<file path="src/rtl/uvs_pkg.sv">
// Shared constants, types and tables of the UV-sphere vertex and index generator.
`timescale 1ns / 1ps
`default_nettype none
package uvs_pkg;

    // Ring limit and derived widths
    localparam int MAX_RINGS    = 64;
    localparam int V_W          = $clog2(MAX_RINGS + 1);
    localparam int RING_W       = 7;
    localparam int SEG_W        = 8;
    localparam int PHASE_W      = 16;
    localparam int NUM_W        = SEG_W + 15;
    localparam int RECIP_SH     = NUM_W + V_W;
    localparam int RECIP_W      = RECIP_SH - 1;
    localparam int IDX_W        = 14;
    localparam int POS_W        = 17;
    localparam int RAD_W        = 16;
    localparam int ROT_W        = 18;
    localparam int TRIG_W       = 16;
    localparam int MAG_W        = 15;
    localparam int CORDIC_STEPS = 16;
    localparam int ATAN_W       = 14;

    // CORDIC start value, quarter, half and three-quarter turn phases, trig limit
    localparam logic signed [ROT_W-1:0] CORDIC_GAIN_INIT = ROT_W'(19898);
    localparam logic [PHASE_W-1:0] QUARTER_TURN = PHASE_W'(16384);
    localparam logic [PHASE_W-1:0] HALF_TURN    = PHASE_W'(32768);
    localparam logic [PHASE_W-1:0] THREE_QUARTER_TURN = PHASE_W'(49152);
    localparam logic signed [TRIG_W-1:0] TRIG_LIMIT = TRIG_W'(32767);

    // Arctangent of 2^-k in phase units (full turn is 65536)
    localparam logic [ATAN_W-1:0] ATAN_TAB [0:CORDIC_STEPS-1] = '{
        14'd8192, 14'd4836, 14'd2555, 14'd1297, 14'd651, 14'd326, 14'd163, 14'd81,
        14'd41, 14'd20, 14'd10, 14'd5, 14'd3, 14'd1, 14'd1, 14'd0
    };

    // Triangle index slots
    localparam int IDX_ONE_A = 0;
    localparam int IDX_ONE_B = 1;
    localparam int IDX_ONE_C = 2;
    localparam int IDX_TWO_A = 3;
    localparam int IDX_TWO_B = 4;
    localparam int IDX_TWO_C = 5;

    // Configuration register addresses (bit 2 of paddr)
    localparam logic ADDR_RADIUS     = 1'b0;
    localparam logic ADDR_RING_COUNT = 1'b1;

    typedef struct packed {
        logic signed [ROT_W-1:0] x;
        logic signed [ROT_W-1:0] y;
        logic signed [ROT_W-1:0] z;
    } rot_t;

    typedef struct packed {
        logic                 err;
        logic                 quad;
        logic                 flip_lat;
        logic                 flip_lon;
        logic [5:0][IDX_W-1:0] idx;
    } side_t;

    typedef struct packed {
        rot_t  lat;
        rot_t  lon;
        side_t side;
    } cell_t;

endpackage
`default_nettype wire

</file>
<file path="src/rtl/uvs_front.sv">
// Front stages: phase division by the ring count, quadrant fold and triangle indices.
`timescale 1ns / 1ps
`default_nettype none
module uvs_front
    import uvs_pkg::*;
(
    input  wire logic              clk,
    input  wire logic              rst_n,
    input  wire logic              in_valid,
    output      logic              in_ready,
    input  wire logic [RING_W-1:0] ring,
    input  wire logic [SEG_W-1:0]  segment,
    input  wire logic [6:0]        ring_count,
    output      logic              out_valid,
    input  wire logic              out_ready,
    output      cell_t             out_data
);

    logic [V_W-1:0]          v;
    logic [RECIP_W-1:0]      recip_tab [0:MAX_RINGS];
    logic                    a_valid_reg;
    logic [RING_W-1:0]       a_ring_reg;
    logic [SEG_W-1:0]        a_seg_reg;
    logic                    a_ready;
    logic                    b_valid_reg;
    logic [RING_W-1:0]       b_ring_reg;
    logic [SEG_W-1:0]        b_seg_reg;
    logic                    b_err_reg;
    logic [PHASE_W-1:0]      b_lat_reg;
    logic [PHASE_W-1:0]      b_lon_reg;
    logic                    b_ready;
    logic                    b_err_next;
    logic [NUM_W-1:0]        num_lat;
    logic [NUM_W-1:0]        num_lon;
    logic [RECIP_W-1:0]      recip;
    logic [NUM_W+RECIP_W-1:0] prod_lat;
    logic [NUM_W+RECIP_W-1:0] prod_lon;
    logic                    c_valid_reg;
    logic                    c_ready;
    cell_t                   c_data_reg;
    cell_t                   c_data_next;
    logic [PHASE_W-1:0]      lat_ph;
    logic [V_W:0]            stride;
    logic [SEG_W:0]          seg_inc;
    logic [SEG_W:0]          nseg;
    logic [IDX_W-1:0]        row_lo;
    logic [IDX_W-1:0]        row_hi;
    logic                    quad;

    // Fold a phase into the right half plane and start a rotator
    function automatic rot_t fold_start(input logic [PHASE_W-1:0] ph, output logic flip);
        logic [PHASE_W-1:0] p;
        rot_t r;
        flip = (ph >= QUARTER_TURN) && (ph < THREE_QUARTER_TURN);
        p = flip ? ph + HALF_TURN : ph;
        r.x = CORDIC_GAIN_INIT;
        r.y = '0;
        r.z = ROT_W'(signed'(p));
        return r;
    endfunction

    // Clamp the ring count register
    always_comb
    begin
        if (ring_count < 7'd3)
            v = V_W'(3);
        else if (ring_count > 7'(MAX_RINGS))
            v = V_W'(MAX_RINGS);
        else
            v = V_W'(ring_count);
    end

    // Reciprocal table: ceil(2^RECIP_SH / v), exact floor division for every numerator
    for (genvar g = 0; g <= MAX_RINGS; g++)
    begin : g_recip
        if (g < 3)
        begin : g_none
            assign recip_tab[g] = '0;
        end
        else
        begin : g_val
            localparam longint unsigned RV = ((64'd1 << RECIP_SH) + g - 1) / g;
            assign recip_tab[g] = RECIP_W'(RV);
        end
    end

    // Stage A: capture the grid point
    assign a_ready  = !a_valid_reg || b_ready;
    assign in_ready = a_ready;

    always_ff @(posedge clk or negedge rst_n)
    begin
        if (!rst_n)
            a_valid_reg <= 1'b0;
        else if (a_ready)
            a_valid_reg <= in_valid;
    end

    always_ff @(posedge clk)
    begin
        if (a_ready && in_valid)
        begin
            a_ring_reg <= ring;
            a_seg_reg  <= segment;
        end
    end

    // Stage B: rounded division into phases, range check
    always_comb
    begin
        b_err_next = (a_ring_reg > RING_W'(v)) || (a_seg_reg > SEG_W'({v, 1'b0}));
        num_lat    = NUM_W'({a_ring_reg, 15'd0}) + NUM_W'(v >> 1);
        num_lon    = NUM_W'({a_seg_reg, 15'd0}) + NUM_W'(v >> 1);
        recip      = recip_tab[v];
        prod_lat   = (NUM_W+RECIP_W)'(num_lat) * (NUM_W+RECIP_W)'(recip);
        prod_lon   = (NUM_W+RECIP_W)'(num_lon) * (NUM_W+RECIP_W)'(recip);
    end

    assign b_ready = !b_valid_reg || c_ready;

    always_ff @(posedge clk or negedge rst_n)
    begin
        if (!rst_n)
            b_valid_reg <= 1'b0;
        else if (b_ready)
            b_valid_reg <= a_valid_reg;
    end

    always_ff @(posedge clk)
    begin
        if (b_ready && a_valid_reg)
        begin
            b_ring_reg <= a_ring_reg;
            b_seg_reg  <= a_seg_reg;
            b_err_reg  <= b_err_next;
            b_lat_reg  <= prod_lat[RECIP_SH+PHASE_W-1:RECIP_SH];
            b_lon_reg  <= prod_lon[RECIP_SH+PHASE_W-1:RECIP_SH];
        end
    end

    // Stage C: fold phases, build triangle indices
    always_comb
    begin
        lat_ph  = b_lat_reg - QUARTER_TURN;
        stride  = {v, 1'b1};
        seg_inc = {1'b0, b_seg_reg} + 1'b1;
        nseg    = (seg_inc == (SEG_W+1)'(stride)) ? '0 : seg_inc;
        row_lo  = IDX_W'(b_ring_reg) * IDX_W'(stride);
        row_hi  = (IDX_W'(b_ring_reg) + IDX_W'(1)) * IDX_W'(stride);
        quad    = !b_err_reg && (b_ring_reg < RING_W'(v));

        c_data_next.lat = fold_start(lat_ph, c_data_next.side.flip_lat);
        c_data_next.lon = fold_start(b_lon_reg, c_data_next.side.flip_lon);
        c_data_next.side.err  = b_err_reg;
        c_data_next.side.quad = quad;
        c_data_next.side.idx[IDX_ONE_A] = row_lo + IDX_W'(nseg);
        c_data_next.side.idx[IDX_ONE_B] = row_hi + IDX_W'(b_seg_reg);
        c_data_next.side.idx[IDX_ONE_C] = row_lo + IDX_W'(b_seg_reg);
        c_data_next.side.idx[IDX_TWO_A] = row_hi + IDX_W'(nseg);
        c_data_next.side.idx[IDX_TWO_B] = row_hi + IDX_W'(b_seg_reg);
        c_data_next.side.idx[IDX_TWO_C] = row_lo + IDX_W'(nseg);
        if (!quad)
            c_data_next.side.idx = '0;
    end

    assign c_ready = !c_valid_reg || out_ready;

    always_ff @(posedge clk or negedge rst_n)
    begin
        if (!rst_n)
            c_valid_reg <= 1'b0;
        else if (c_ready)
            c_valid_reg <= b_valid_reg;
    end

    always_ff @(posedge clk)
    begin
        if (c_ready && b_valid_reg)
            c_data_reg <= c_data_next;
    end

    assign out_valid = c_valid_reg;
    assign out_data  = c_data_reg;

endmodule
`default_nettype wire

</file>
<file path="config.mk">
export PLATFORM = sky130hd
export DESIGN_NAME = uvs_front
export DESIGN_NICKNAME = d
export VERILOG_FILES = /design/src/rtl/uvs_pkg.sv /design/src/rtl/uvs_front.sv
export SDC_FILE = /design/constraint.sdc
export NUM_CORES = 2
export LEC_CHECK = 0
export ABC_AREA = 1
export ABC_CLOCK_PERIOD_IN_PS = 8700
export BUFFER_PORTS_ARGS = -buffer_cell sky130_fd_sc_hd__buf_2
export CAP_MARGIN = 20
export CELL_PAD_IN_SITES_DETAIL_PLACEMENT = 1
export CELL_PAD_IN_SITES_GLOBAL_PLACEMENT = 1
export CORE_ASPECT_RATIO = 1.25
export CORE_MARGIN = 2
export CORE_UTILIZATION = 35
export CTS_CLUSTER_SIZE = 30
export DETAILED_ROUTE_END_ITERATION = 7
export PLACE_DENSITY_LB_ADDON = 0.1
export SLEW_MARGIN = 25
export SYNTH_ARGS = -nofsm -noshare
export SYNTH_HDL_FRONTEND = slang
export SYNTH_SLANG_ARGS = --single-unit
</file>
<file path="constraint.sdc">
create_clock -name clk -period 8.7 [get_ports clk]
set_clock_uncertainty 0.2 [all_clocks]
set_input_delay 2.175 -clock clk [delete_from_list [all_inputs] [get_ports clk]]
set_output_delay 2.175 -clock clk [all_outputs]
set_load 0.03 [all_outputs]
</file>
Word level (Yosys, flattened, before mapping)
Memory sizes are Yosys's and may differ from the RTL's.
Index checks and enable logic that the tools add are counted.
- register bits after elaboration: 158
- bits of input ports: 26
- bits in read-only memories: 3712
- memories: 1
- output and inout port bits: 198
- latch bits: 0
- bits in writable memories: 0
- word-level logic and storage cells: 69
- memory list (name ; depth ; bits a word ; rd ports ; clocked after memory_dff ; write ports ; RTL line ; RTL):
    (no name shown) ; 128 ; 29 ; 1 ; 0 ; 0 ; uvs_front.sv:114 ; recip = recip_tab[v];
- mux-type cells: 7
- eq/ne operators: 1
- shift-type cells: 0
- bitwise operators: 1
- add/sub/neg operators: 11
- reduce and logical (&&, ||, !) cells: 14
- divide/modulo/power cells: 0
- $mul: 4
- order comparisons: 10
- operator list (operator ; number):
    $mul A23 B29 Y46 ; 2
    $mux W29 ; 2
    $add A16 B16 Y16 const B ; 2
    $ge A16 B15 Y1 const B ; 2
    $lt A16 B16 Y1 const B ; 2
    $mux W16 ; 2
    $add A14 B8 Y14 ; 2
    $add A14 B9 Y14 ; 2
    $add A22 B6 Y23 ; 1
    $add A23 B6 Y23 ; 1
    $sub A16 B15 Y16 const B ; 1
    $mul A7 B8 Y14 ; 1
    $mul A8 B8 Y14 ; 1
    $mux W7 ; 2
    $add A8 B1 Y9 const B ; 1
    $eq A9 B8 Y1 ; 1
    $mux W9 ; 1
    $add A7 B1 Y8 const B ; 1
    $ge A8 B8 Y1 const B ; 1
    $gt A8 B8 Y1 ; 1
    $not A7 Y8 ; 1
    $gt A7 B7 Y1 ; 1
    $gt A7 B7 Y1 const B ; 1
    $lt A7 B2 Y1 const B ; 1
    other kinds (4) ; 15

Longest topological paths before layout
- word-level depth: 8
- depth in mapped cells: 46

Least setup slack after synthesis
Ideal clock, no wire load.
- path kind: input-to-reg
- from: in ring_count[3]
- to: reg b_lon_reg[12] (data pin)
- stages on the path: 34
- setup time: 0.252 ns
- data arrival time: 9.541 ns
- slack: -1.293 ns
- cells stage by stage: buf_6 -> nor2_8 -> nand2_1 -> nor2_2 -> nor2_2 -> buf_6 -> clkbuf_1 -> ha_1 -> a211oi_1 -> a21oi_1 -> o311ai_0 -> nand2_1 -> nand2_1 -> buf_2 -> nor2_1 -> fa_1 -> inv_1 -> fa_1 -> inv_1 -> fa_1 -> fa_1 -> inv_1 -> fa_1 -> fa_1 -> inv_1 -> fa_1 -> ha_1 -> a21oi_1 -> o21ai_0 -> o21bai_1 -> a2111oi_0 -> nand2_1 -> nand2_1 -> nand2_1
- word-level cells in the longest chain between the ends: 8
- RTL lines (what ; RTL line ; RTL):
    from (decl) ; uvs_front.sv:13 ; input wire logic [6:0] ring_count,
    $gt A7 B7 Y1 ; uvs_front.sv:67 ; else if (ring_count > 7'(MAX_RINGS))
    $mux W7 ; uvs_front.sv:67 ;
    $mux W7 (*) ; uvs_front.sv:65 ; if (ring_count < 7'd3)
    $not A7 Y8 (not written as such) ; uvs_front.sv:114 ;
    $mem_v2 Z128 W29 ; - ;
    $mux W29 (not written as such) (2 in series) ; uvs_front.sv:114 ;
    $mul A23 B29 Y46 (*) ; uvs_front.sv:116 ; prod_lon = (NUM_W+RECIP_W)'(num_lon) * (NUM_W+RECIP_W)'(recip);
    net prod_lon[42] ; uvs_front.sv:37 ; logic [NUM_W+RECIP_W-1:0] prod_lon;
    to (signal assigned) ; uvs_front.sv:137 ; b_lon_reg <= prod_lon[RECIP_SH+PHASE_W-1:RECIP_SH];
    to (decl) ; uvs_front.sv:30 ; logic [PHASE_W-1:0] b_lon_reg;
The timed path passes the listed nets; every way through them passes the cells marked *. The select of a mux whose other input is x is not followed.
A chain may end at the register's enable or synchronous reset.

Worst setup path after layout
- from: in ring_count[5]
- to: reg b_lon_reg[7] (data pin)
Same word-level chain as after synthesis.

==> flow_metrics.tcl <==
set metrics [dict create \
    status "complete, but fails checks" \
    violations "negative setup slack" \
    gr-total-overflow 0 \
    cp_max_fo 6 \
    async_flop_share 0.01899 \
    yosysSeqAreaShare 0.1300 \
    worst_slack_ns -0.9932 \
    setup_viol 32 \
    cp-start-kind "input port" \
    relSlewSlack 0.3187 \
    worstPathArrival_ns 9.74 \
    cts.reportedPaths.clkPinSlew_ns 0.06 \
    fin_crit_ns 9.693 \
    maxSlewViolCount 0 \
    yosys_warnings 0 \
    cts_hold_buffers 0 \
    area_growth_syn_to_layout_pct 33.40 \
    port_buffers 151 \
    routabilityCongestion 0.9851 \
    critPathRequiredTime_ns 8.75 \
    clk_path_buf_depth 2 \
    mostFrequentLayoutCells "inv_1, buf_4, nand2_1" \
    grt_pass1_vias 37418 \
    crit_path_end_kind "flop" \
    final_cells 6831 \
    die_area_um2 106600 \
    antenna_found_initial 0 \
    hold_class "reg -> reg" \
    drt-initial-drc-count 1307 \
    vias 33461 \
    cts_made_buffers 17 \
    synth-seq-cells 158 \
    crit_slowest_cell "fa_2" \
    cts_tree "built" \
    drc 0 \
    cp_common_cell "buf_6" \
    rows 132 \
    dp_hpwl_mm 133.8 \
    grt_max_degree 59 \
    ios 224 \
    maxCapViolations 0 \
    cts_max_level 4 \
    fmax_ghz 0.1032 \
    hold_violations 0 \
    clk_latency_ns 0.51 \
    period_share 1.114 \
    fillers 12435 \
    first_pass_iters 5 \
    synth_area_um2 36390 \
    crit_path_max_incr_delay_ns 0.56 \
    root_buffer "clkbuf_16" \
    synth_ff_type "edfxtp_1" \
    critical_path_class "in -> reg" \
    ant_nets 0 \
    dp_cells 6671 \
    wl_per_cell_um 22.56 \
    rsz0062_at_grt "yes" \
    layout_commonest_cell "inv_1" \
    synth-edff-count 155 \
    syn_avg_cell_area_um2 7.966 \
    synth_cell_types 64 \
    fp.dieW_um 292.4 \
    track_usage 0.2945 \
    wl_mm 154.1 \
    cts_num_sinks 158 \
    worstMarginPinSlew_ns 1.021 \
    grt_first_pass_wirelength_mm 232.1 \
    nets 6502 \
    initial_utilization 0.3520 \
    viasPerCell 4.898 \
    coreArea_um2 103400 \
    die_h_um 364.5 \
    drive_above_1_share 0.3005 \
    syn_inst 4569 \
    largest_reg_flops 92 \
]
==> critical path, delay by kind of cell <==
kind	cells	cell delay, ns
compound gates	6	1.01
xor+xnor	1	0.18
buf+inv	13	1.25
simple gates	10	1.12
fa+ha+maj	9	3.98
==> cell usage after synthesis (6+ instances only) <==
library cell | number | share of area
inv_1 | 1028 | 0.11
nand2_1 | 687 | 0.071
nor2_1 | 654 | 0.067
fa_1 | 536 | 0.29
ha_1 | 463 | 0.16
a21oi_1 | 191 | 0.026
edfxtp_1 | 155 | 0.13
o21ai_0 | 155 | 0.021
nand3_1 | 130 | 0.018
buf_4 | 107 | 0.022
clkbuf_1 | 58 | 0.0060
xor2_1 | 50 | 0.012
buf_2 | 42 | 0.0058
nor3_1 | 29 | 0.0040
o211ai_1 | 23 | 0.0047
nand4_1 | 20 | 0.0034
nand2_2 | 19 | 0.0033
xnor2_1 | 18 | 0.0043
a31oi_1 | 16 | 0.0028
inv_2 | 16 | 0.0017
buf_1 | 14 | 0.0014
nor4_1 | 14 | 0.0024
o21a_1 | 13 | 0.0027
a221oi_1 | 9 | 0.0022
clkinv_1 | 9 | 0.00093
o21ai_1 | 8 | 0.0011
o21bai_1 | 8 | 0.0017
nor2_2 | 7 | 0.0012
a211oi_1 | 6 | 0.0012
nand3_2 | 6 | 0.0017
or2_2 | 6 | 0.0010
==> metrics by stage <==
stage | TNS (ns) | utilization | instance area, µm² | setup WS [ns] | hold slack (ns)
2_1_floorplan | -17.77 | - | 37610 | -0.7744 | 0.2003
3_3_place_gp | -58.99 | 0.4291 | 44360 | -2.176 | 0.2067
3_5_place_dp | -60.35 | 0.4291 | 44360 | -2.101 | 0.2051
4_1_cts | -25.85 | 0.4559 | 47140 | -0.9358 | 0.2213
5_1_grt | -34.27 | 0.4696 | 48550 | -1.217 | 0.2258
6_report | -26.94 | 0.4696 | 48550 | -0.9932 | 0.2193
==> repair_timing <==
item | in CTS | in global routing
setup endpoints to repair | 32 | 35
resized for setup | 438 | 295
gates cloned | 1 | 0
setup buffers | 75 | 58
pin swaps | 150 | 163
==> layer usage <==
layer,up-vias,part of all wire,global-route usage
li1,15638,-,-
met1,16886,0.38,0.3225
met2,639,0.52,0.5485
met3,298,0.022,0.02445
met4,0,0.075,0.1852
met5,-,0,0
==> cells by family after synthesis <==
group	Yosys count	synth area share
flip-flops	158	0.1300
buffers and inverters	1278	0.1451
AO/OA/AOI/OAI	463	0.07202
adder cells (fa/ha/maj)	999	0.4540
XOR/XNOR	70	0.01726
AND/OR/NAND/NOR	1599	0.1814
other	2	0.0002063
==> worst paths after layout <==
path | from | to | slack, ns | cells past startpoint
max | ring_count[5] | b_lon_reg[7]$_DFFE_PP_ | -0.99 | 39
min | b_lon_reg[6]$_DFFE_PP_ | out_data[94]$_DFFE_PP_ | 0.22 | 0
max reg2reg | a_seg_reg[3]$_DFFE_PP_ | b_lon_reg[15]$_DFFE_PP_ | 1.44 | 25
min reg2reg | b_lon_reg[6]$_DFFE_PP_ | out_data[94]$_DFFE_PP_ | 0.22 | 0
max in group asynchronous | rst_n | out_valid$_DFFE_PN0P_ | 6.94 | 1
min in group asynchronous | rst_n | a_valid_reg$_DFFE_PN0N_ | 1.25 | 1
==> final cells by class <==
cell class                 count  area (µm²)  share of cell area
antenna                        1       2.502          0.00005154
clock buffer                  17       425.4            0.008762
clock inverter                15       167.7            0.003453
inverter                    1053        4001             0.08242
multi-input combinational   3237       29590              0.6096
sequential                   158        4730             0.09742
tap                         1340        1677             0.03453
timing repair buffer        1010        7953              0.1638
Power is left out: the tool's default activity adds up to more than one toggle a clock period on the data nets, which glitch-free logic cannot reach.
