## src/rtl/uvs_pkg.sv

```systemverilog
// Shared constants, types and tables of the UV-sphere vertex and index generator.
`timescale 1ns / 1ps
`default_nettype none
package uvs_pkg;

    // Ring limit and derived widths
    localparam int MAX_RINGS    = 64;
    localparam int V_W          = $clog2(MAX_RINGS + 1);
    localparam int RING_W       = 7;
    localparam int SEG_W        = 8;
    localparam int PHASE_W      = 16;
    localparam int NUM_W        = SEG_W + 15;
    localparam int RECIP_SH     = NUM_W + V_W;
    localparam int RECIP_W      = RECIP_SH - 1;
    localparam int IDX_W        = 14;
    localparam int POS_W        = 17;
    localparam int RAD_W        = 16;
    localparam int ROT_W        = 18;
    localparam int TRIG_W       = 16;
    localparam int MAG_W        = 15;
    localparam int CORDIC_STEPS = 16;
    localparam int ATAN_W       = 14;

    // CORDIC start value, quarter, half and three-quarter turn phases, trig limit
    localparam logic signed [ROT_W-1:0] CORDIC_GAIN_INIT = ROT_W'(19898);
    localparam logic [PHASE_W-1:0] QUARTER_TURN = PHASE_W'(16384);
    localparam logic [PHASE_W-1:0] HALF_TURN    = PHASE_W'(32768);
    localparam logic [PHASE_W-1:0] THREE_QUARTER_TURN = PHASE_W'(49152);
    localparam logic signed [TRIG_W-1:0] TRIG_LIMIT = TRIG_W'(32767);

    // Arctangent of 2^-k in phase units (full turn is 65536)
    localparam logic [ATAN_W-1:0] ATAN_TAB [0:CORDIC_STEPS-1] = '{
        14'd8192, 14'd4836, 14'd2555, 14'd1297, 14'd651, 14'd326, 14'd163, 14'd81,
        14'd41, 14'd20, 14'd10, 14'd5, 14'd3, 14'd1, 14'd1, 14'd0
    };

    // Triangle index slots
    localparam int IDX_ONE_A = 0;
    localparam int IDX_ONE_B = 1;
    localparam int IDX_ONE_C = 2;
    localparam int IDX_TWO_A = 3;
    localparam int IDX_TWO_B = 4;
    localparam int IDX_TWO_C = 5;

    // Configuration register addresses (bit 2 of paddr)
    localparam logic ADDR_RADIUS     = 1'b0;
    localparam logic ADDR_RING_COUNT = 1'b1;

    typedef struct packed {
        logic signed [ROT_W-1:0] x;
        logic signed [ROT_W-1:0] y;
        logic signed [ROT_W-1:0] z;
    } rot_t;

    typedef struct packed {
        logic                 err;
        logic                 quad;
        logic                 flip_lat;
        logic                 flip_lon;
        logic [5:0][IDX_W-1:0] idx;
    } side_t;

    typedef struct packed {
        rot_t  lat;
        rot_t  lon;
        side_t side;
    } cell_t;

endpackage
`default_nettype wire

```

## src/rtl/uvs_back.sv

```systemverilog
// Back stages: unfold and clamp sine and cosine, scale by the radius, output register.
`timescale 1ns / 1ps
`default_nettype none
module uvs_back
    import uvs_pkg::*;
(
    input  wire logic                     clk,
    input  wire logic                     rst_n,
    input  wire logic                     in_valid,
    output      logic                     in_ready,
    input  wire cell_t                    in_data,
    input  wire logic [RAD_W-1:0]         radius,
    output      logic                     out_valid,
    input  wire logic                     out_ready,
    output      logic [POS_W-1:0]         pos_x,
    output      logic [POS_W-1:0]         pos_y,
    output      logic [POS_W-1:0]         pos_z,
    output      logic [5:0][IDX_W-1:0]    idx,
    output      logic                     quad_valid,
    output      logic                     range_error
);

    localparam int PM_W = 2 * MAG_W;
    localparam int PY_W = RAD_W + MAG_W;
    localparam int PX_W = RAD_W + PM_W;

    logic signed [TRIG_W-1:0] slat;
    logic signed [TRIG_W-1:0] clat;
    logic signed [TRIG_W-1:0] slon;
    logic signed [TRIG_W-1:0] clon;
    logic                     p1_valid_reg;
    logic                     p1_ready;
    logic [PM_W-1:0]          p1_mx_reg;
    logic [PM_W-1:0]          p1_mz_reg;
    logic [PY_W-1:0]          p1_my_reg;
    logic                     p1_nx_reg;
    logic                     p1_ny_reg;
    logic                     p1_nz_reg;
    side_t                    p1_side_reg;
    logic                     p2_valid_reg;
    logic                     p2_ready;
    logic [PX_W-1:0]          sx;
    logic [PX_W-1:0]          sz;
    logic [PY_W-1:0]          sy;
    logic [POS_W-1:0]         px_next;
    logic [POS_W-1:0]         py_next;
    logic [POS_W-1:0]         pz_next;
    logic [POS_W-1:0]         px_reg;
    logic [POS_W-1:0]         py_reg;
    logic [POS_W-1:0]         pz_reg;
    logic [5:0][IDX_W-1:0]    idx_reg;
    logic                     quad_reg;
    logic                     err_reg;

    // Undo the half-turn fold and clamp to Q1.15
    function automatic logic signed [TRIG_W-1:0] finish(input logic signed [ROT_W-1:0] v,
                                                        input logic flip);
        logic signed [ROT_W-1:0] t;
        t = flip ? -v : v;
        if (t > ROT_W'(TRIG_LIMIT))
            return TRIG_LIMIT;
        else if (t < -ROT_W'(TRIG_LIMIT))
            return -TRIG_LIMIT;
        else
            return TRIG_W'(t);
    endfunction

    function automatic logic [MAG_W-1:0] mag(input logic signed [TRIG_W-1:0] v);
        logic signed [TRIG_W-1:0] a;
        a = v[TRIG_W-1] ? -v : v;
        return MAG_W'(a);
    endfunction

    function automatic logic [POS_W-1:0] apply_sign(input logic [POS_W-1:0] m, input logic neg);
        return neg ? -m : m;
    endfunction

    // Stage P1: trig values and first products
    always_comb
    begin
        slat = finish(in_data.lat.y, in_data.side.flip_lat);
        clat = finish(in_data.lat.x, in_data.side.flip_lat);
        slon = finish(in_data.lon.y, in_data.side.flip_lon);
        clon = finish(in_data.lon.x, in_data.side.flip_lon);
    end

    assign p1_ready = !p1_valid_reg || p2_ready;
    assign in_ready = p1_ready;

    always_ff @(posedge clk or negedge rst_n)
    begin
        if (!rst_n)
            p1_valid_reg <= 1'b0;
        else if (p1_ready)
            p1_valid_reg <= in_valid;
    end

    always_ff @(posedge clk)
    begin
        if (p1_ready && in_valid)
        begin
            p1_mx_reg   <= PM_W'(mag(slon)) * PM_W'(mag(clat));
            p1_mz_reg   <= PM_W'(mag(clon)) * PM_W'(mag(clat));
            p1_my_reg   <= PY_W'(radius) * PY_W'(mag(slat));
            p1_nx_reg   <= slon[TRIG_W-1] ^ clat[TRIG_W-1];
            p1_nz_reg   <= clon[TRIG_W-1] ^ clat[TRIG_W-1];
            p1_ny_reg   <= slat[TRIG_W-1];
            p1_side_reg <= in_data.side;
        end
    end

    // Stage P2: radius scale, round half away from zero, sign
    always_comb
    begin
        sx = (PX_W'(radius) * PX_W'(p1_mx_reg) + (PX_W'(1) << 29)) >> 30;
        sz = (PX_W'(radius) * PX_W'(p1_mz_reg) + (PX_W'(1) << 29)) >> 30;
        sy = (p1_my_reg + (PY_W'(1) << 14)) >> 15;
        px_next = apply_sign(POS_W'(sx), p1_nx_reg);
        py_next = apply_sign(POS_W'(sy), p1_ny_reg);
        pz_next = apply_sign(POS_W'(sz), p1_nz_reg);
        if (p1_side_reg.err)
        begin
            px_next = '0;
            py_next = '0;
            pz_next = '0;
        end
    end

    assign p2_ready = !p2_valid_reg || out_ready;

    always_ff @(posedge clk or negedge rst_n)
    begin
        if (!rst_n)
            p2_valid_reg <= 1'b0;
        else if (p2_ready)
            p2_valid_reg <= p1_valid_reg;
    end

    always_ff @(posedge clk)
    begin
        if (p2_ready && p1_valid_reg)
        begin
            px_reg   <= px_next;
            py_reg   <= py_next;
            pz_reg   <= pz_next;
            idx_reg  <= p1_side_reg.idx;
            quad_reg <= p1_side_reg.quad;
            err_reg  <= p1_side_reg.err;
        end
    end

    assign out_valid   = p2_valid_reg;
    assign pos_x       = px_reg;
    assign pos_y       = py_reg;
    assign pos_z       = pz_reg;
    assign idx         = idx_reg;
    assign quad_valid  = quad_reg;
    assign range_error = err_reg;

endmodule
`default_nettype wire

```

## config.mk

```make
export PLATFORM = sky130hd
export DESIGN_NAME = uvs_back
export DESIGN_NICKNAME = d
export VERILOG_FILES = /design/src/rtl/uvs_pkg.sv /design/src/rtl/uvs_back.sv
export SDC_FILE = /design/constraint.sdc
export NUM_CORES = 2
export LEC_CHECK = 0
export BUFFER_PORTS_ARGS = -buffer_cell sky130_fd_sc_hd__buf_2
export CORE_MARGIN = 2
export CORE_UTILIZATION = 40
export CTS_BUF_LIST = sky130_fd_sc_hd__clkbuf_8
export DETAILED_ROUTE_END_ITERATION = 8
export PLACE_DENSITY = 0.54
export SYNTH_ARGS = -nofsm -noshare
export SYNTH_HDL_FRONTEND = slang
export SYNTH_SLANG_ARGS = --single-unit
```

## constraint.sdc

```tcl
create_clock -name clk -period 7.5 [get_ports clk]
set_input_delay 0.75 -clock clk [delete_from_list [all_inputs] [get_ports clk]]
set_output_delay 0.75 -clock clk [all_outputs]
set_load 0.005 [all_outputs]
```

[Word-level counts from Yosys, hierarchy flattened]
Cells that the tools add are included.
Operators by class
  add/sub/neg operators: 14
  multiply operators: 5
  $lt $le $gt $ge: 8
  mux-type cells: 19
  bitwise logic cells: 5
  reduce and logical (&&, ||, !) cells: 9
Operator list (number)
  16-bit 2-to-1 mux: 11
  46-bit by 30-bit adder with 46-bit output, second input constant: 2
  16-bit by 30-bit multiplier with 46-bit output: 2
  18-bit by 16-bit greater-than comparator with 1-bit output, second input constant: 4
  18-bit by 16-bit < comparator with 1-bit output, second input constant: 4
  18-bit 2-to-1 mux: 4
  18-bit negator: 4
  15-bit by 15-bit multiplier with 30-bit output: 2
  15-bit 2-to-1 mux: 4
  15-bit negator: 4
  16-bit negator with 17-bit output: 3
  31-bit by 15-bit adder with 31-bit output, second input constant: 1
  16-bit by 15-bit multiplier with 31-bit output: 1
  2-bit OR reduction: 3
  1-bit inverter: 3
  1-bit logical AND: 2
  1-bit logical NOT: 2
  1-bit logical OR: 2
  1-bit XOR: 2
Storage, ports and cells
  register bits after elaboration: 319
  bits of input ports: 216
  output and inout bits: 139
  logic and storage cells: 90

[Logic depth before layout (Yosys ltp)]
  depth after elaboration: 8
  mapped depth: 46
  depth with buffers taken out: 40

[Worst setup path before layout]
No wires, ideal clock.
  kind: input to register
  start point: input in_data[110] in the netlist's numbering
  end point: register p1_mx_reg[28], data pin
  library setup time: 0.258 ns
  arrival time: 10.206 ns
  required time: 7.242 ns
  path slack: -2.963 ns
  stages: 40
  path buffers: 4
  cell sequence: buf_2 -> or3_1 -> buf_2 -> or3_4 -> o31ai_1 -> xnor2_1 -> nor4_1 -> a41oi_1 -> nor2_2 -> clkbuf_1 -> nor2_1 -> nor2_1 -> ha_1 -> a31oi_2 -> or2_0 -> buf_2 -> mux2i_1 -> nor2_1 -> [4 not listed] -> fa_1 -> inv_1 -> fa_1 -> inv_1 -> fa_1 -> inv_1 -> fa_1 -> inv_1 -> ha_1 -> a21oi_1 -> nor2b_1 -> o31ai_1 -> o21ai_0 -> o41ai_1 -> o211ai_1 -> a21o_1 -> a21oi_1 -> xnor2_1
On the way
  word-level cells in the longest chain between the ends: 8
  elaborated cells between the ends (all ways): 9
  classes of those cells: 2 x add/sub; 1 x mul; 2 x order compare; 4 x mux
RTL lines
  from (decl): RTL line uvs_back.sv:11  | input wire cell_t in_data,
  18-bit negator: RTL line uvs_back.sv:59  | t = flip ? -v : v;
  18-bit 2-to-1 mux *: RTL line uvs_back.sv:59
  18-bit by 16-bit < comparator with 1-bit output: RTL line uvs_back.sv:62  | else if (t < -ROT_W'(TRIG_LIMIT))
  16-bit 2-to-1 mux: RTL line uvs_back.sv:62
  16-bit 2-to-1 mux *: RTL line uvs_back.sv:60  | if (t > ROT_W'(TRIG_LIMIT))
  15-bit negator: RTL line uvs_back.sv:70  | a = v[TRIG_W-1] ? -v : v;
  15-bit 2-to-1 mux *: RTL line uvs_back.sv:70
  15-bit by 15-bit multiplier with 30-bit output *: RTL line uvs_back.sv:102  | p1_mx_reg <= PM_W'(mag(slon)) * PM_W'(mag(clat));
  to (signal assigned): RTL line uvs_back.sv:102
  to (decl): RTL line uvs_back.sv:33  | logic [PM_W-1:0] p1_mx_reg;
Every way passes the cells marked *; elsewhere a longest branch is shown, timed or not.
A chain may end at the register's enable or synchronous reset.

[Final worst setup path]
  start point: input in_data[187] in the netlist's numbering
  end point: register p1_mx_reg[27], data pin
The elaborated chain is that of the path after synthesis.

==> PnR_summary.wiki <==
{| class="wikitable"
! Metric !! Value
|-
| Iteration count of the initial detailed-routing pass || 8
|-
| Count of warnings emitted by yosys || 0
|-
| CP max stage delay || 0.54 ns
|-
| Setup repair after global routing missed its margin || true
|-
| Final Max Tran Viols || 0
|-
| Min Clock Period, post-route || slightly below 9 ns
|-
| Initial drt markers || around 2.4k
|-
| DRC violations left || 0
|-
| Vias || 52.8k
|-
| Number of hold violations in the final report || 0
|-
| Register clock-pin slew on the reported worst setup and hold paths || around 0.06 ns
|-
| Clock Sink Count || slightly above 300
|-
| Most used cell along the critical path || sky130_fd_sc_hd__fa_1
|-
| Number of nets in the synthesized netlist || 9352
|-
| DIE AREA || ~170000 µm²
|-
| Overall fraction of global-route tracks in use || 0.221
|-
| CP Data Arrival Time || between 9 and 10 ns
|-
| H-tree depth reported by CTS || 2
|-
| Class of the tightest hold or removal check || primary input to flop
|-
| # nets final || between 10k and 15k
|-
| Maximum number of buffers from clock root to sink || 3
|-
| Leading register cell type out of synthesis || sky130_fd_sc_hd__edfxtp_1
|-
| Number of setup violations in the final report || 55
|-
| Total of buffers placed on input and output ports || 318
|-
| Setup Skew || 0.0519 ns
|-
| Cell with the largest stage delay on the worst path || sky130_fd_sc_hd__fa_1
|-
| Share of layout cells above drive strength 1 || 0.240
|-
| MaxCap Viol Count || 0
|-
| Pin count of the biggest net entering global routing || 131
|-
| Number of distinct library cells after synthesis || about 100
|-
| Wire per inst || roughly 17 µm
|-
| Share of flip-flops with an asynchronous set or reset after synthesis || 0.00656
|-
| Global-route met3 utilization || 0.0201
|-
| Sequential cell area fraction in the yosys report || 0.137
|-
| Clock tree from TritonCTS || done
|-
| Mean instance size in the synthesized netlist || slightly above 9 µm²
|-
| Worst Setup Slack post-DPL || -2.33 ns
|-
| Worst path required time || between 7 and 8 ns
|-
| Final-layout worst hold slack || ~0.23 ns
|-
| HPWL Detailed || ~160 mm
|-
| TritonCTS Buffers || 50
|-
| Most common library cells after synthesis || sky130_fd_sc_hd__inv_1, sky130_fd_sc_hd__fa_1, sky130_fd_sc_hd__nand2_1, sky130_fd_sc_hd__ha_1, sky130_fd_sc_hd__and2_1
|-
| Flip-flop count of the largest register after layout || between 80 and 90
|-
| Status || finished, violations left
|-
| Ratio of routed vias to standard cells || 4.91
|-
| IO Count || 355
|-
| Share of the synthesized area in the top cell type || 0.386
|-
| Wire length of the first global-routing pass || roughly 300 mm
|-
| Antenna violation net count after detailed routing || 0
|-
| Via count of the first global-routing pass || roughly 57k
|-
| Launching element of the worst setup path || in_data[187]
|-
| Busiest layer in global routing || met2
|-
| Initial antenna violation count || 1
|-
| Clock Root Buffer || sky130_fd_sc_hd__clkbuf_8
|-
| Type of destination of the critical path || flop
|-
| Overall die height || a little over 400 µm
|-
| Sum of overflow across all layers after global routing || 0
|-
| Number of synthesized register bits || around 310
|-
| Worst Tran Pin Value || roughly 1.3 ns
|-
| Leading area contributor after synthesis || sky130_fd_sc_hd__fa_1
|-
| Final Wtd Congestion || 0.921
|-
| Type of element launching the critical path || primary input
|-
| Initial cell density of the core || 0.402
|-
| Number of enable flip-flop cells after synthesis || 303
|-
| Die X-Extent || 413 µm
|-
| Number of instances in the synthesized netlist || between 7k and 8k
|-
| Launch point of the worst hold path || in_data[39]
|-
| Fin crit share || 1.18
|-
| Count leader, synth || sky130_fd_sc_hd__inv_1
|-
| Worst-case register-to-register setup slack || 0.09 ns
|-
| Startpoint-to-endpoint class of the critical path || primary input to flop
|-
| Total length of routed wires || approximately 190 mm
|-
| Setup slack of the critical path after layout || -1.36 ns
|-
| Worst-path fanout max || 6
|-
| Launch point of the worst reg-to-reg path || p1_mz_reg[10]$_DFFE_PP_
|-
| Total core area || about 170000 µm²
|-
| Relative slew margins || 0.117
|-
| Number of rows created at floorplan || 150
|-
| Violated checks || negative setup slack
|-
| Met2 Use GR || 0.388
|-
| Total standard cell area after synthesis || between 60000 and 70000 µm²
|-
| Insertion delay of the later-clocked pin in the worst-skew pair || 0.70 ns
|-
| Cell types occupying the most area after synthesis || sky130_fd_sc_hd__fa_1, sky130_fd_sc_hd__edfxtp_1, sky130_fd_sc_hd__ha_1, sky130_fd_sc_hd__inv_1, sky130_fd_sc_hd__nand2_1
|-
| Area added between synthesis and finish || 24.8%
|-
| Met1 track demand over resource || 0.293
|-
| Maximum operating frequency || roughly 0.11 GHz
|}
repair_timing:
item,CTS,global route
endpoints found under the hold margin,2,0
cloned,2,3
endpoints found under the setup margin,75,79
pin swaps,147,148
hold buffers,1,0
resized for setup,208,258
setup buffers,71,73
stage by stage:
step / instances / instance area, µm² / setup TNS [ns] / util
5_1_grt: 10800 / 83600 / -61.19 / 0.501
2_1_floorplan: 7271 / 68000 / -86.44 / -
6_report: 10800 / 83600 / -46.41 / 0.501
4_1_cts: 10700 / 81800 / -43.35 / 0.491
3_5_place_dp: 10500 / 79500 / -125.57 / 0.477
3_3_place_gp: 10500 / 79500 / -121.02 / 0.477
final timing paths:
check,endpoint,cells after the start
min,p1_side_reg[39]$_DFFE_PP_,1
max in group asynchronous,p1_valid_reg$_DFFE_PN0N_,2
min reg2reg,idx[43]$_DFFE_PP_,0
max reg2reg,pos_z[15]$_SDFFCE_PP0P_,26
min in group asynchronous,out_valid$_DFFE_PN0P_,2
max,p1_mx_reg[27]$_DFFE_PP_,40
cell type report:
type / count / area, µm²
fill: 15700 / 83100
antenna: 2 / 5.00
sequential: 305 / 9150
inverter: 1489 / 5590
timing repair buffer: 1526 / 11700
tap: 2204 / 2760
multi-input combinational: 5140 / 53300
clock buffer: 50 / 688
clock inverter: 40 / 297
per-layer routing:
metal | vias to the layer above | wire [µm]
li1 | 24900 | -
met3 | 223 | 8500
met1 | 26500 | 82100
met5 | - | 0
met2 | 1200 | 91700
met4 | 0 | 5070
worst max-delay path: cells and delay by family:
family / cells / cell delay, ns
AO/OA/AOI/OAI: 12 / 2.18
XOR/XNOR: 1 / 0.06
adder cells (fa/ha/maj): 8 / 3.39
buffers and inverters: 12 / 1.13
AND/OR/NAND/NOR: 7 / 1.83
cell families (layout without fill, tap and decap cells):
logic type | after synthesis | count (layout) | share of synthesized area
mux | 29 | 29 | 0.00454
simple gates | 2401 | 2401 | 0.169
compound gates | 620 | 620 | 0.0641
fa+ha+maj | 1865 | 1865 | 0.493
xor+xnor | 225 | 225 | 0.0295
other cells | 0 | 2 | 0
flops | 305 | 305 | 0.137
buf+inv | 1826 | 3105 | 0.103
placed cells by master, fill, tap and decap left out, types with 25 or more instances in the layout:
cell	instances
sky130_fd_sc_hd__clkbuf_8	50
sky130_fd_sc_hd__fa_2	26
sky130_fd_sc_hd__and2_1	447
sky130_fd_sc_hd__nand3_1	53
sky130_fd_sc_hd__ha_4	35
sky130_fd_sc_hd__buf_2	312
sky130_fd_sc_hd__xor2_1	78
sky130_fd_sc_hd__buf_4	1076
sky130_fd_sc_hd__buf_12	51
sky130_fd_sc_hd__o21a_1	25
sky130_fd_sc_hd__nor2b_1	51
sky130_fd_sc_hd__nor3_1	49
sky130_fd_sc_hd__o21ai_0	79
sky130_fd_sc_hd__a21o_1	56
sky130_fd_sc_hd__buf_6	72
sky130_fd_sc_hd__nor2_1	394
sky130_fd_sc_hd__a21oi_1	89
sky130_fd_sc_hd__inv_1	1465
sky130_fd_sc_hd__edfxtp_1	303
sky130_fd_sc_hd__inv_2	34
sky130_fd_sc_hd__a21oi_2	36
sky130_fd_sc_hd__nand2_1	1051
sky130_fd_sc_hd__fa_1	1265
sky130_fd_sc_hd__ha_1	536
sky130_fd_sc_hd__xnor2_1	129
sky130_fd_sc_hd__and3_1	40
sky130_fd_sc_hd__nand4_1	25
sky130_fd_sc_hd__nand2b_1	67
sky130_fd_sc_hd__or3_1	27
Power is not shown: default switching activity piles up to over one toggle a cycle in this logic, so the estimate is an artifact.
