### src/rtl/uvs_pkg.sv
// Shared constants, types and tables of the UV-sphere vertex and index generator.
`timescale 1ns / 1ps
`default_nettype none
package uvs_pkg;

    // Ring limit and derived widths
    localparam int MAX_RINGS    = 64;
    localparam int V_W          = $clog2(MAX_RINGS + 1);
    localparam int RING_W       = 7;
    localparam int SEG_W        = 8;
    localparam int PHASE_W      = 16;
    localparam int NUM_W        = SEG_W + 15;
    localparam int RECIP_SH     = NUM_W + V_W;
    localparam int RECIP_W      = RECIP_SH - 1;
    localparam int IDX_W        = 14;
    localparam int POS_W        = 17;
    localparam int RAD_W        = 16;
    localparam int ROT_W        = 18;
    localparam int TRIG_W       = 16;
    localparam int MAG_W        = 15;
    localparam int CORDIC_STEPS = 16;
    localparam int ATAN_W       = 14;

    // CORDIC start value, quarter, half and three-quarter turn phases, trig limit
    localparam logic signed [ROT_W-1:0] CORDIC_GAIN_INIT = ROT_W'(19898);
    localparam logic [PHASE_W-1:0] QUARTER_TURN = PHASE_W'(16384);
    localparam logic [PHASE_W-1:0] HALF_TURN    = PHASE_W'(32768);
    localparam logic [PHASE_W-1:0] THREE_QUARTER_TURN = PHASE_W'(49152);
    localparam logic signed [TRIG_W-1:0] TRIG_LIMIT = TRIG_W'(32767);

    // Arctangent of 2^-k in phase units (full turn is 65536)
    localparam logic [ATAN_W-1:0] ATAN_TAB [0:CORDIC_STEPS-1] = '{
        14'd8192, 14'd4836, 14'd2555, 14'd1297, 14'd651, 14'd326, 14'd163, 14'd81,
        14'd41, 14'd20, 14'd10, 14'd5, 14'd3, 14'd1, 14'd1, 14'd0
    };

    // Triangle index slots
    localparam int IDX_ONE_A = 0;
    localparam int IDX_ONE_B = 1;
    localparam int IDX_ONE_C = 2;
    localparam int IDX_TWO_A = 3;
    localparam int IDX_TWO_B = 4;
    localparam int IDX_TWO_C = 5;

    // Configuration register addresses (bit 2 of paddr)
    localparam logic ADDR_RADIUS     = 1'b0;
    localparam logic ADDR_RING_COUNT = 1'b1;

    typedef struct packed {
        logic signed [ROT_W-1:0] x;
        logic signed [ROT_W-1:0] y;
        logic signed [ROT_W-1:0] z;
    } rot_t;

    typedef struct packed {
        logic                 err;
        logic                 quad;
        logic                 flip_lat;
        logic                 flip_lon;
        logic [5:0][IDX_W-1:0] idx;
    } side_t;

    typedef struct packed {
        rot_t  lat;
        rot_t  lon;
        side_t side;
    } cell_t;

endpackage
`default_nettype wire

### src/rtl/uvs_cordic_cell.sv
// One CORDIC iteration for both the latitude and longitude rotators.
`timescale 1ns / 1ps
`default_nettype none
module uvs_cordic_cell
    import uvs_pkg::*;
(
    input  wire logic              clk,
    input  wire logic              rst_n,
    input  wire logic              in_valid,
    output      logic              in_ready,
    input  wire cell_t             in_data,
    input  wire logic [3:0]        shift,
    input  wire logic [ATAN_W-1:0] atan,
    output      logic              out_valid,
    input  wire logic              out_ready,
    output      cell_t             out_data
);

    logic  valid_reg;
    cell_t data_reg;
    cell_t data_next;

    // Rotate toward zero residual phase
    function automatic rot_t rotate(input rot_t r, input logic [3:0] s,
                                    input logic [ATAN_W-1:0] a);
        rot_t o;
        logic signed [ROT_W-1:0] xs;
        logic signed [ROT_W-1:0] ys;
        logic signed [ROT_W-1:0] at;
        xs = r.x >>> s;
        ys = r.y >>> s;
        at = signed'(ROT_W'(a));
        if (!r.z[ROT_W-1])
        begin
            o.x = r.x - ys;
            o.y = r.y + xs;
            o.z = r.z - at;
        end
        else
        begin
            o.x = r.x + ys;
            o.y = r.y - xs;
            o.z = r.z + at;
        end
        return o;
    endfunction

    always_comb
    begin
        data_next      = in_data;
        data_next.lat  = rotate(in_data.lat, shift, atan);
        data_next.lon  = rotate(in_data.lon, shift, atan);
    end

    // Advance when empty or when the neighbor takes the held item
    assign in_ready = !valid_reg || out_ready;

    always_ff @(posedge clk or negedge rst_n)
    begin
        if (!rst_n)
            valid_reg <= 1'b0;
        else if (in_ready)
            valid_reg <= in_valid;
    end

    always_ff @(posedge clk)
    begin
        if (in_ready && in_valid)
            data_reg <= data_next;
    end

    assign out_valid = valid_reg;
    assign out_data  = data_reg;

endmodule
`default_nettype wire

### config.mk
export PLATFORM = sky130hd
export DESIGN_NAME = uvs_cordic_cell
export DESIGN_NICKNAME = d
export VERILOG_FILES = /design/src/rtl/uvs_pkg.sv /design/src/rtl/uvs_cordic_cell.sv
export SDC_FILE = /design/constraint.sdc
export NUM_CORES = 1
export LEC_CHECK = 0
export ABC_AREA = 0
export BUFFER_PORTS_ARGS = -buffer_cell sky130_fd_sc_hd__buf_2
export CORE_ASPECT_RATIO = 2
export CORE_MARGIN = 4
export CORE_UTILIZATION = 55
export DETAILED_ROUTE_END_ITERATION = 7
export PLACE_DENSITY = 0.87
export SLEW_MARGIN = 30
export SYNTH_ARGS = -nofsm -noshare
export SYNTH_HDL_FRONTEND = slang
export SYNTH_SLANG_ARGS = --single-unit
export TNS_END_PERCENT = 1
### constraint.sdc
create_clock -name clk -period 6.84 [get_ports clk]
set_clock_uncertainty 0.15 [all_clocks]
set_input_delay 0.342 -clock clk [delete_from_list [all_inputs] [get_ports clk]]
set_output_delay 0.342 -clock clk [all_outputs]
set_load 0.01 [all_outputs]
# Word-level counts from Yosys, hierarchy flattened
# Index checks and enable logic that the tools add are counted.
[classes] n_lt_le_gt_ge=0 mux=2 div=0 bitwise=0 n_mul=0 n_addsub=12 n_shift=4 n_eq_ne=0 reduce_logical=3
[ops] operator="54-bit 2-to-1 mux" count=2
[ops] operator="18-bit adder" count=4
[ops] operator="18-bit by 4-bit >>> shifter with 18-bit output" count=4
[ops] operator="18-bit subtractor" count=4
[ops] operator="18-bit by 15-bit adder with 18-bit output" count=2
[ops] operator="18-bit by 15-bit subtractor with 18-bit output" count=2
[ops] operator="1-bit logical AND" count=1
[ops] operator="1-bit logical NOT" count=1
[ops] operator="1-bit logical OR" count=1
[totals] mem_bits_ro=0 latch_bits=0 out_inout_bits=198 reg_bits=197 mem_count=0 ram_bits=0

# Longest topological paths before layout
# Gate-level depths: netlist of run 1.
[depth] word_depth=3 mapped_depth=21 mapped_depth_nobuf=17

# Worst setup path after synthesis of run 1
# No wires, ideal clock.
[synth_timing] kind="register -> register" start="register valid_reg (netlist: out_valid)" end="register data_reg, in the netlist out_data[0], enable pin" period_less_slack_ps=5808 slack_ps=1032 n_path_buf=0 arrival_time_ps=5077 required_ps=6109 stages_incl_launch_ff=3 path_cell_list="dfrtp_1 -> nand2b_1 -> and2_1"
[synth_via] elab_chain_len=3
[synth_rtl] item="start: declaration" line_no="uvs_cordic_cell.sv:19" rtl="logic valid_reg;"
[synth_rtl] item="start signal: assignment" line_no="uvs_cordic_cell.sv:63" rtl="valid_reg <= in_valid;"
[synth_rtl] item="1-bit logical NOT" line_no="uvs_cordic_cell.sv:56" rtl="assign in_ready = !valid_reg || out_ready;"
[synth_rtl] item="1-bit logical OR" line_no="uvs_cordic_cell.sv:56"
[synth_rtl] item="named net in_ready" line_no="uvs_cordic_cell.sv:10" rtl="output logic in_ready,"
[synth_rtl] item="1-bit logical AND" line_no="uvs_cordic_cell.sv:68" rtl="if (in_ready && in_valid)"
[synth_rtl] item="end signal: assignment" line_no="uvs_cordic_cell.sv:69" rtl="data_reg <= data_next;"
[synth_rtl] item="end: declaration" line_no="uvs_cordic_cell.sv:20" rtl="cell_t data_reg;"
# The timed path passes the listed nets, and every way through them passes these cells.
# A chain may end at the register's enable or synchronous reset.

==> out/qor_table.md, run 1 <==
| Parameter | Reported | Unit |
|:---|:---|:---|
| Total wirelength of the detailed-routed design | 63,800 | um |
| Switching power as a share of total power | 36.7 | % |
| Sum of overflow across all layers after global routing | 0 | - |
| Dpl hpwl | 47,100 | um |
| Routed len/inst | 26.9 | um |
| Post-synthesis sequential area ratio | 37.3 | % |
| Min-delay worst type | primary input to register | - |
| Worst-skew pair later-pin latency | 0.45 | ns |
| Crit path max fanout | 36 | - |
| LEAKAGE | 0.00833 | uW |
| Path depth of the worst reg2reg path | 3 | - |
| Accumulated negative setup slack | 0 | ns |
| RR Endpoint | out_data[78]$_DFFE_PP_ | - |
| Via density | 6.51 | - |
| Cell row count | 87 | - |
| Highest clock frequency the design can meet | 184 | MHz |
| Total clock buffers created by CTS | 17 | - |
| Inst Count DP | 2,243 | - |
| Hold Vio Cnt, Final | 0 | - |
| Crit path from | shift[1] | - |
| Syn-to-layout area delta | 24.4 | % |
| Kind of end point of the critical path | register | - |
| Last element of the critical path | out_data[176]$_DFFE_PP_ | - |
| Number of design rule violations left after detail routing | 0 | - |
| Initial antenna violation count | 9 | - |
| Effective utilization at floorplan | 56.0 | % |
| Number of buffers added to fix hold violations after cts | 90 | - |
| Yosys synthesis warning count | 0 | - |
| Number of global-route vias before repair | 15,500 | - |
| Mapped Avg Cell Area | 10.5 | um2 |
| Count of different cell masters after synthesis | 86 | - |
| Fin Hold WS | 0.0443 | ns |
| Gr usage total | 39.0 | % |
| Share of async-settable or async-resettable flops after synthesis | 0.508 | % |
| Final worst path period share | 79.3 | % |
| Worst-case clock buffer depth | 2 | - |
| Number of nets in the layout | 2,327 | - |
| Die span in x | 128 | um |
| Instance area at placement | 0.0182 | mm2 |
| Vertical die dimension | 248 | um |
| Number of levels the H-tree was split into | 4 | - |
| Clock Sink Count | 197 | - |
| CP Class | primary input to register | - |
| Root buf cell | sky130_fd_sc_hd__clkbuf_16 | - |
| Sequential group share of total power | 36.0 | % |
| Transition time at the pin with the least slew margin | 0.963 | ns |
| Max-slew violations | 0 | - |
| # setup viols final | 0 | - |
| Required time at the worst-slack endpoint | 6.92 | ns |
| Floorplan die area | 0.0318 | mm2 |
| Global Route met1 Usage | 35.0 | % |
| Met3 routing resource usage after global routing | 10.8 | % |
| Startpoint kind of the worst setup timing path | primary input | - |
| Worst IR Drop VDD | 0.153 | mV |
| Total via count after detailed routing | 15,400 | - |
| Area of the core | 0.0283 | mm2 |
| Most instantiated flip-flop cell in the synthesis netlist | sky130_fd_sc_hd__edfxtp_1 | - |
| Post-route cell area | 0.0197 | mm2 |
| Highest-utilization routing layer at the global route stage | met2 | - |
| Post-route minimum period | 5.42 | ns |
| Number of top-level design ports | 416 | - |
| Maximum number of pins on one net before global-route repair | 74 | - |
| Global-route wire length before repair | 91,300 | um |
| Met2 track demand over resource in global routing | 69.0 | % |
| Combinational Power Share | 40.7 | % |
| Switching power of the nets | 1650 | uW |
| Buffers inserted during post-CTS setup optimization | 0 | - |
| RSZ-0062 raised after global routing | false | - |
| Non-filler cells in the finished layout | 2,370 | - |
| Pint | 2830 | uW |
| Reg-to-reg setup timing slack | 4.17 | ns |
| Synth Net Count | 1,841 | - |
| Number of synthesized register bits | 197 | - |
| Max-slew headroom at the worst pin | 35.8 | % |
| Synth Cell Area | 0.0159 | mm2 |
| Post-synth EDFFs | 196 | - |
| Signal arrival time at the worst endpoint | 5.50 | ns |
| Source of the worst register-to-register timing path | out_valid$_DFFE_PN0N_ | - |
| Layout cells sized above 1 | 28.3 | % |
| Resized cells post-CTS | 0 | - |
| Initial DRC count | 1,395 | - |
| Detailed-router iteration count before antenna repair | 7 | - |
| Input/output buffers | 415 | - |
| Power per Cell Area | 227 | mW/mm2 |
| Max Cap Viol | 0 | - |
| Clock share of power | 23.3 | % |
| Result of the run | completed | - |
| Clock-pin slew reported for the worst setup and hold paths after clock tree synthesis | 0.08 | ns |
| Clock tree from TritonCTS | built | - |
| Last weighted congestion value of the routability-driven placer | 1.04 | - |
| Number of instances in the synthesized netlist | 1,510 | - |
| Post-DRT Antenna Nets | 0 | - |
-- cells in the final DEF, fill, tap and decap left out, types with 6 or more instances in the layout --
cell type / n
sky130_fd_sc_hd__and3_1: 10
sky130_fd_sc_hd__a21o_1: 29
sky130_fd_sc_hd__nand2b_1: 21
sky130_fd_sc_hd__ha_1: 107
sky130_fd_sc_hd__o21ai_0: 67
sky130_fd_sc_hd__a21oi_1: 97
sky130_fd_sc_hd__and2_1: 15
sky130_fd_sc_hd__mux4_1: 9
sky130_fd_sc_hd__a31o_2: 10
sky130_fd_sc_hd__a31oi_1: 22
sky130_fd_sc_hd__o21a_1: 16
sky130_fd_sc_hd__a211oi_1: 11
sky130_fd_sc_hd__nand3_1: 22
sky130_fd_sc_hd__dlygate4sd3_1: 90
sky130_fd_sc_hd__nor3_1: 42
sky130_fd_sc_hd__or2_2: 6
sky130_fd_sc_hd__o221ai_1: 6
sky130_fd_sc_hd__inv_1: 32
sky130_fd_sc_hd__nor2b_1: 16
sky130_fd_sc_hd__o21bai_1: 15
sky130_fd_sc_hd__o22ai_1: 6
sky130_fd_sc_hd__nor2_1: 155
sky130_fd_sc_hd__nand2_1: 114
sky130_fd_sc_hd__edfxtp_1: 196
sky130_fd_sc_hd__xor2_1: 77
sky130_fd_sc_hd__mux2_2: 25
sky130_fd_sc_hd__mux4_2: 46
sky130_fd_sc_hd__buf_2: 413
sky130_fd_sc_hd__xnor2_1: 96
sky130_fd_sc_hd__fa_1: 6
sky130_fd_sc_hd__buf_4: 23
sky130_fd_sc_hd__clkbuf_16: 17
sky130_fd_sc_hd__o31ai_1: 9
sky130_fd_sc_hd__o211ai_1: 15
sky130_fd_sc_hd__mux2i_1: 42
sky130_fd_sc_hd__nor4_1: 9
-- cell usage after synthesis (all sizes together) (23+ instances only) --
master / number / area [um2]
mux2i: 42 / 420
a21o: 29 / 218
a21oi: 97 / 485
nor3: 42 / 210
clkbuf: 28 / 105
xnor2: 96 / 841
xor2: 77 / 674
ha: 107 / 1340
nor2: 156 / 588
inv: 32 / 120
o21ai: 69 / 345
mux2: 25 / 282
mux4: 55 / 1270
nand3: 23 / 120
buf: 31 / 211
edfxtp: 196 / 5890
nand2: 114 / 428
-- worst max-delay path, cell delays in order --
cell,delay (ns)
sky130_fd_sc_hd__buf_4,0.26
sky130_fd_sc_hd__buf_4,0.49
sky130_fd_sc_hd__mux4_1,0.66
sky130_fd_sc_hd__mux2_2,0.31
sky130_fd_sc_hd__a222oi_1,0.42
sky130_fd_sc_hd__ha_1,0.25
sky130_fd_sc_hd__and2_1,0.19
sky130_fd_sc_hd__a21oi_1,0.10
sky130_fd_sc_hd__xnor2_1,0.16
sky130_fd_sc_hd__ha_1,0.33
sky130_fd_sc_hd__and2_1,0.19
sky130_fd_sc_hd__a221oi_1,0.41
sky130_fd_sc_hd__o21ai_0,0.27
sky130_fd_sc_hd__a41o_1,0.32
sky130_fd_sc_hd__o21a_1,0.21
sky130_fd_sc_hd__o21a_1,0.18
sky130_fd_sc_hd__o311ai_0,0.39
-- registers in the layout (all words and copies together), names as in the netlist --
signal,cells
out_valid,1
out_data,196
-- layer usage --
layer	share of wire, %	vias up
met4	11	8
met5	0.086	-
li1	-	6711
met1	29	7238
met2	51	1086
met3	9.3	382
-- cell families (layout without fill, tap and decap cells) --
group | Yosys count | after routing | share of synthesized area (%)
AND/OR/NAND/NOR | 441 | 441 | 13.1
AO/OA/AOI/OAI | 370 | 370 | 15.6
flip-flops | 197 | 197 | 37.3
XOR/XNOR | 173 | 173 | 9.56
multiplexers | 122 | 122 | 12.5
adder cells (fa/ha/maj) | 113 | 113 | 9.20
buffers and inverters | 94 | 593 | 2.83
other | 0 | 5 | 0
-- power groups by stage --
stage	registers, uW	clock network (uW)	logic [uW]
floorplan	1710	0	1070
global placement	1630	0	1670
detailed placement	1630	0	1710
CTS	1600	1050	1770
global route	1620	1100	1950
finish	1610	1040	1820
-- how the worst min path moves through the flow --
stage | depth (start not counted) | end | from
floorplan | 0 | out_valid$_DFFE_PN0N_ | rst_n
global placement | 1 | out_valid$_DFFE_PN0N_ | rst_n
detailed placement | 1 | out_valid$_DFFE_PN0N_ | rst_n
CTS | 2 | out_data[88]$_DFFE_PP_ | in_data[88]
global route | 2 | out_data[88]$_DFFE_PP_ | in_data[88]
finish | 2 | out_data[88]$_DFFE_PP_ | in_data[88]
-- stage by stage --
step	util (%)	setup slack, ns	total power, uW
finish	69.7	1.42	4480
global route	69.7	1.15	4670
CTS	69.6	1.56	4420
detailed placement	64.4	1.08	3340
global placement	64.4	1.27	3300
floorplan	-	1.03	2780
-- layout make-up --
cell class,count,area (um2)
inverter,35,131
sequential,197,5910
clock buffer,18,429
fill,2086,8580
antenna,5,12.5
timing repair buffer,526,3140
clock inverter,14,158
multi-input combinational,1219,9500
tap,356,445
Power figures use the tool's default switching activity.
==> run 2, diff against run 1 <==
clock period = 5.6 ns   (was 6.84 ns; I/O delays follow)
==> run 2 against run 1 <==
Flip-flop and latch count is the same; design area grew 0.76%; die area is the same; global-route usage grew 1.2 points; non-clock buffer count grew 12; first-iteration DRC count grew 10%; count of clock-buffer cells in the layout shrank 1; clock power grew 22%; critical endpoint unchanged; largest cell class unchanged.
==> out/qor_table.md, run 2 (same netlist as run 1, synthesis figures left out) <==
| Parameter | Reported | Unit |
|:---|:---|:---|
| Die span in x | 128 | um |
| Cells along the critical path | buf_4 > mux4_1 > mux2_2 > a21oi_1 > ha_1 > and2_1 > a21oi_1 > xnor2_1 > ha_1 > and2_1 > a221oi_1 > o21ai_0 > a41o_1 > o21a_1 > o21a_1 > o311ai_0 | - |
| RSZ-0062 raised after global routing | false | - |
| Max Cap Viol | 0 | - |
| Required time at the worst-slack endpoint | 5.69 | ns |
| Combinational Power Share | 40.9 | % |
| Topmost layer with routed signal wires | met5 | - |
| Number of global-route vias before repair | 15,900 | - |
| Number of design rule violations left after detail routing | 0 | - |
| Final worst path period share | 87.3 | % |
| Combined area of the multi-input logic cells | 0.00950 | mm2 |
| Cell type of the slowest stage on the worst timing path | sky130_fd_sc_hd__mux4_1 | - |
| CP Class | primary input to register | - |
| Worst IR Drop VDD | 0.210 | mV |
| Hold Vio Cnt, Final | 0 | - |
| Post-DRT Antenna Nets | 0 | - |
| Maximum number of pins on one net before global-route repair | 126 | - |
| Initial DRC count | 1,539 | - |
| Routed wl met2 | 33,200 | um |
| LEAKAGE | 0.00841 | uW |
| Met3 layer wire length in the routed design | 5320 | um |
| Worst-skew pair later-pin latency | 0.46 | ns |
| Last weighted congestion value of the routability-driven placer | 1.06 | - |
| Power per Cell Area | 276 | mW/mm2 |
| Startpoint kind of the worst setup timing path | primary input | - |
| Layout cells sized above 1 | 28.6 | % |
| Max-slew violations | 0 | - |
| Crit path buf inv count | 1 | - |
| Pint | 3430 | uW |
| Switching power as a share of total power | 37.5 | % |
| Total via count after detailed routing | 15,500 | - |
| Resized cells post-CTS | 0 | - |
| Signal arrival time at the worst endpoint | 4.97 | ns |
| Sum of overflow across all layers after global routing | 0 | - |
| # setup viols final | 0 | - |
| Cell row count | 87 | - |
| Total clock buffers created by CTS | 17 | - |
| Detailed-router iteration count before antenna repair | 5 | - |
| Floorplan die area | 0.0318 | mm2 |
| Input/output buffers | 415 | - |
| Highest-count cells in the layout ignoring fill and taps | 413 x sky130_fd_sc_hd__buf_2, 196 x sky130_fd_sc_hd__edfxtp_1, 155 x sky130_fd_sc_hd__nor2_1 | - |
| Layout fillers | 2,066 | - |
| Result of the run | completed | - |
| M1 WL | 19,500 | um |
| Total power draw | 5490 | uW |
| Root buf cell | sky130_fd_sc_hd__clkbuf_16 | - |
| Dpl hpwl | 48,900 | um |
| Transition time at the pin with the least slew margin | 1.02 | ns |
| Post-route minimum period | 4.89 | ns |
| Via density | 6.50 | - |
| Vertical die dimension | 248 | um |
| Number of flip-flops under the largest register name | 196 | - |
| Global-route wire length before repair | 94,100 | um |
| Register area | 0.00591 | mm2 |
| Gr usage total | 40.2 | % |
| Clock tree from TritonCTS | built | - |
| Routed len/inst | 27.5 | um |
| Clock share of power | 23.1 | % |
| Post-layout util | 70.2 | % |
| Kind of end point of the critical path | register | - |
| Total wirelength of the detailed-routed design | 65,600 | um |
| Effective utilization at floorplan | 56.0 | % |
| Syn-to-layout area delta | 25.4 | % |
| Crit path max fanout | 17 | - |
| Min-delay worst type | primary input to register | - |
| Accumulated negative setup slack | 0 | ns |
| Most common cell after layout, fill and taps aside | sky130_fd_sc_hd__buf_2 | - |
| Number of levels the H-tree was split into | 4 | - |
| Switching power of the nets | 2050 | uW |
| Max-slew headroom at the worst pin | 31.3 | % |
| Worst-case clock buffer depth | 2 | - |
| Cell family with most CP delay | compound AO/OA/AOI/OAI gates | - |
| Initial antenna violation count | 6 | - |
| Number of nets in the layout | 2,339 | - |
| Area of the core | 0.0283 | mm2 |
| Clock Sink Count | 197 | - |
| Highest clock frequency the design can meet | 205 | MHz |
| Largest stage delay on the critical path | 0.81 | ns |
| Clock-pin slew reported for the worst setup and hold paths after clock tree synthesis | 0.09 | ns |
| Number of top-level design ports | 416 | - |
| Sequential group share of total power | 36.0 | % |
-- run 2: path summary, 6_finish.rpt --
| check | from | slack (ns) | endpoint | depth (start not counted) |
|---|---|---|---|---|
| worst max-delay path | shift[1] | 0.71 | out_data[176]$_DFFE_PP_ | 16 |
| min in group asynchronous | rst_n | 0.52 | out_valid$_DFFE_PN0N_ | 3 |
| worst min register to register | out_valid$_DFFE_PN0N_ | 0.48 | out_valid$_DFFE_PN0N_ | 2 |
| worst max register to register | out_valid$_DFFE_PN0N_ | 2.99 | out_data[107]$_DFFE_PP_ | 3 |
| worst min-delay path | in_data[124] | 0.02 | out_data[124]$_DFFE_PP_ | 2 |
| max in group asynchronous | rst_n | 4.68 | out_valid$_DFFE_PN0N_ | 3 |
-- run 2: final cells by class --
type                    instances  area share [%]
well taps                     356            2.24
repair buffers                538            16.6
inverters                      35           0.661
multi-input cells            1219            47.8
clock buffers                  17            2.14
clock inverters                15           0.812
flip-flops and latches        197            29.7
diodes                          5          0.0630
-- run 2: routing by layer --
| metal | vias up | global-route usage (%) |
|---|---|---|
| met5 | - | 0 |
| met4 | 2 | 36.7 |
| met3 | 393 | 9.64 |
| met2 | 1083 | 70.8 |
| met1 | 7272 | 37.4 |
| li1 | 6737 | - |
-- run 2: power groups by stage --
stage          clock network [uW]  registers [uW]  logic (uW)
2_1_floorplan                   0            2080        1310
3_3_place_gp                    0            1990        2050
3_5_place_dp                    0            2000        2110
4_1_cts                      1250            1970        2180
5_1_grt                      1330            1990        2400
6_report                     1270            1980        2240
-- run 2: timing repair --
action / 4_1_cts / 5_1_grt
buffers inserted: 0 / 0
hold endpoints to repair: 93 / 0
hold buffers: 94 / 0
-- run 2: metrics by stage --
step / area, um2 / hold WS, ns / setup WS [ns] / instances
6_report: 19900 / 0.0221 / 0.713 / 2382
5_1_grt: 19900 / 0.0121 / 0.475 / 2380
4_1_cts: 19900 / 0.0175 / 0.783 / 2377
3_5_place_dp: 18300 / -0.0951 / 0.332 / 2251
3_3_place_gp: 18300 / -0.0950 / 0.498 / 2251
2_1_floorplan: 15900 / -0.166 / 0.666 / 1510
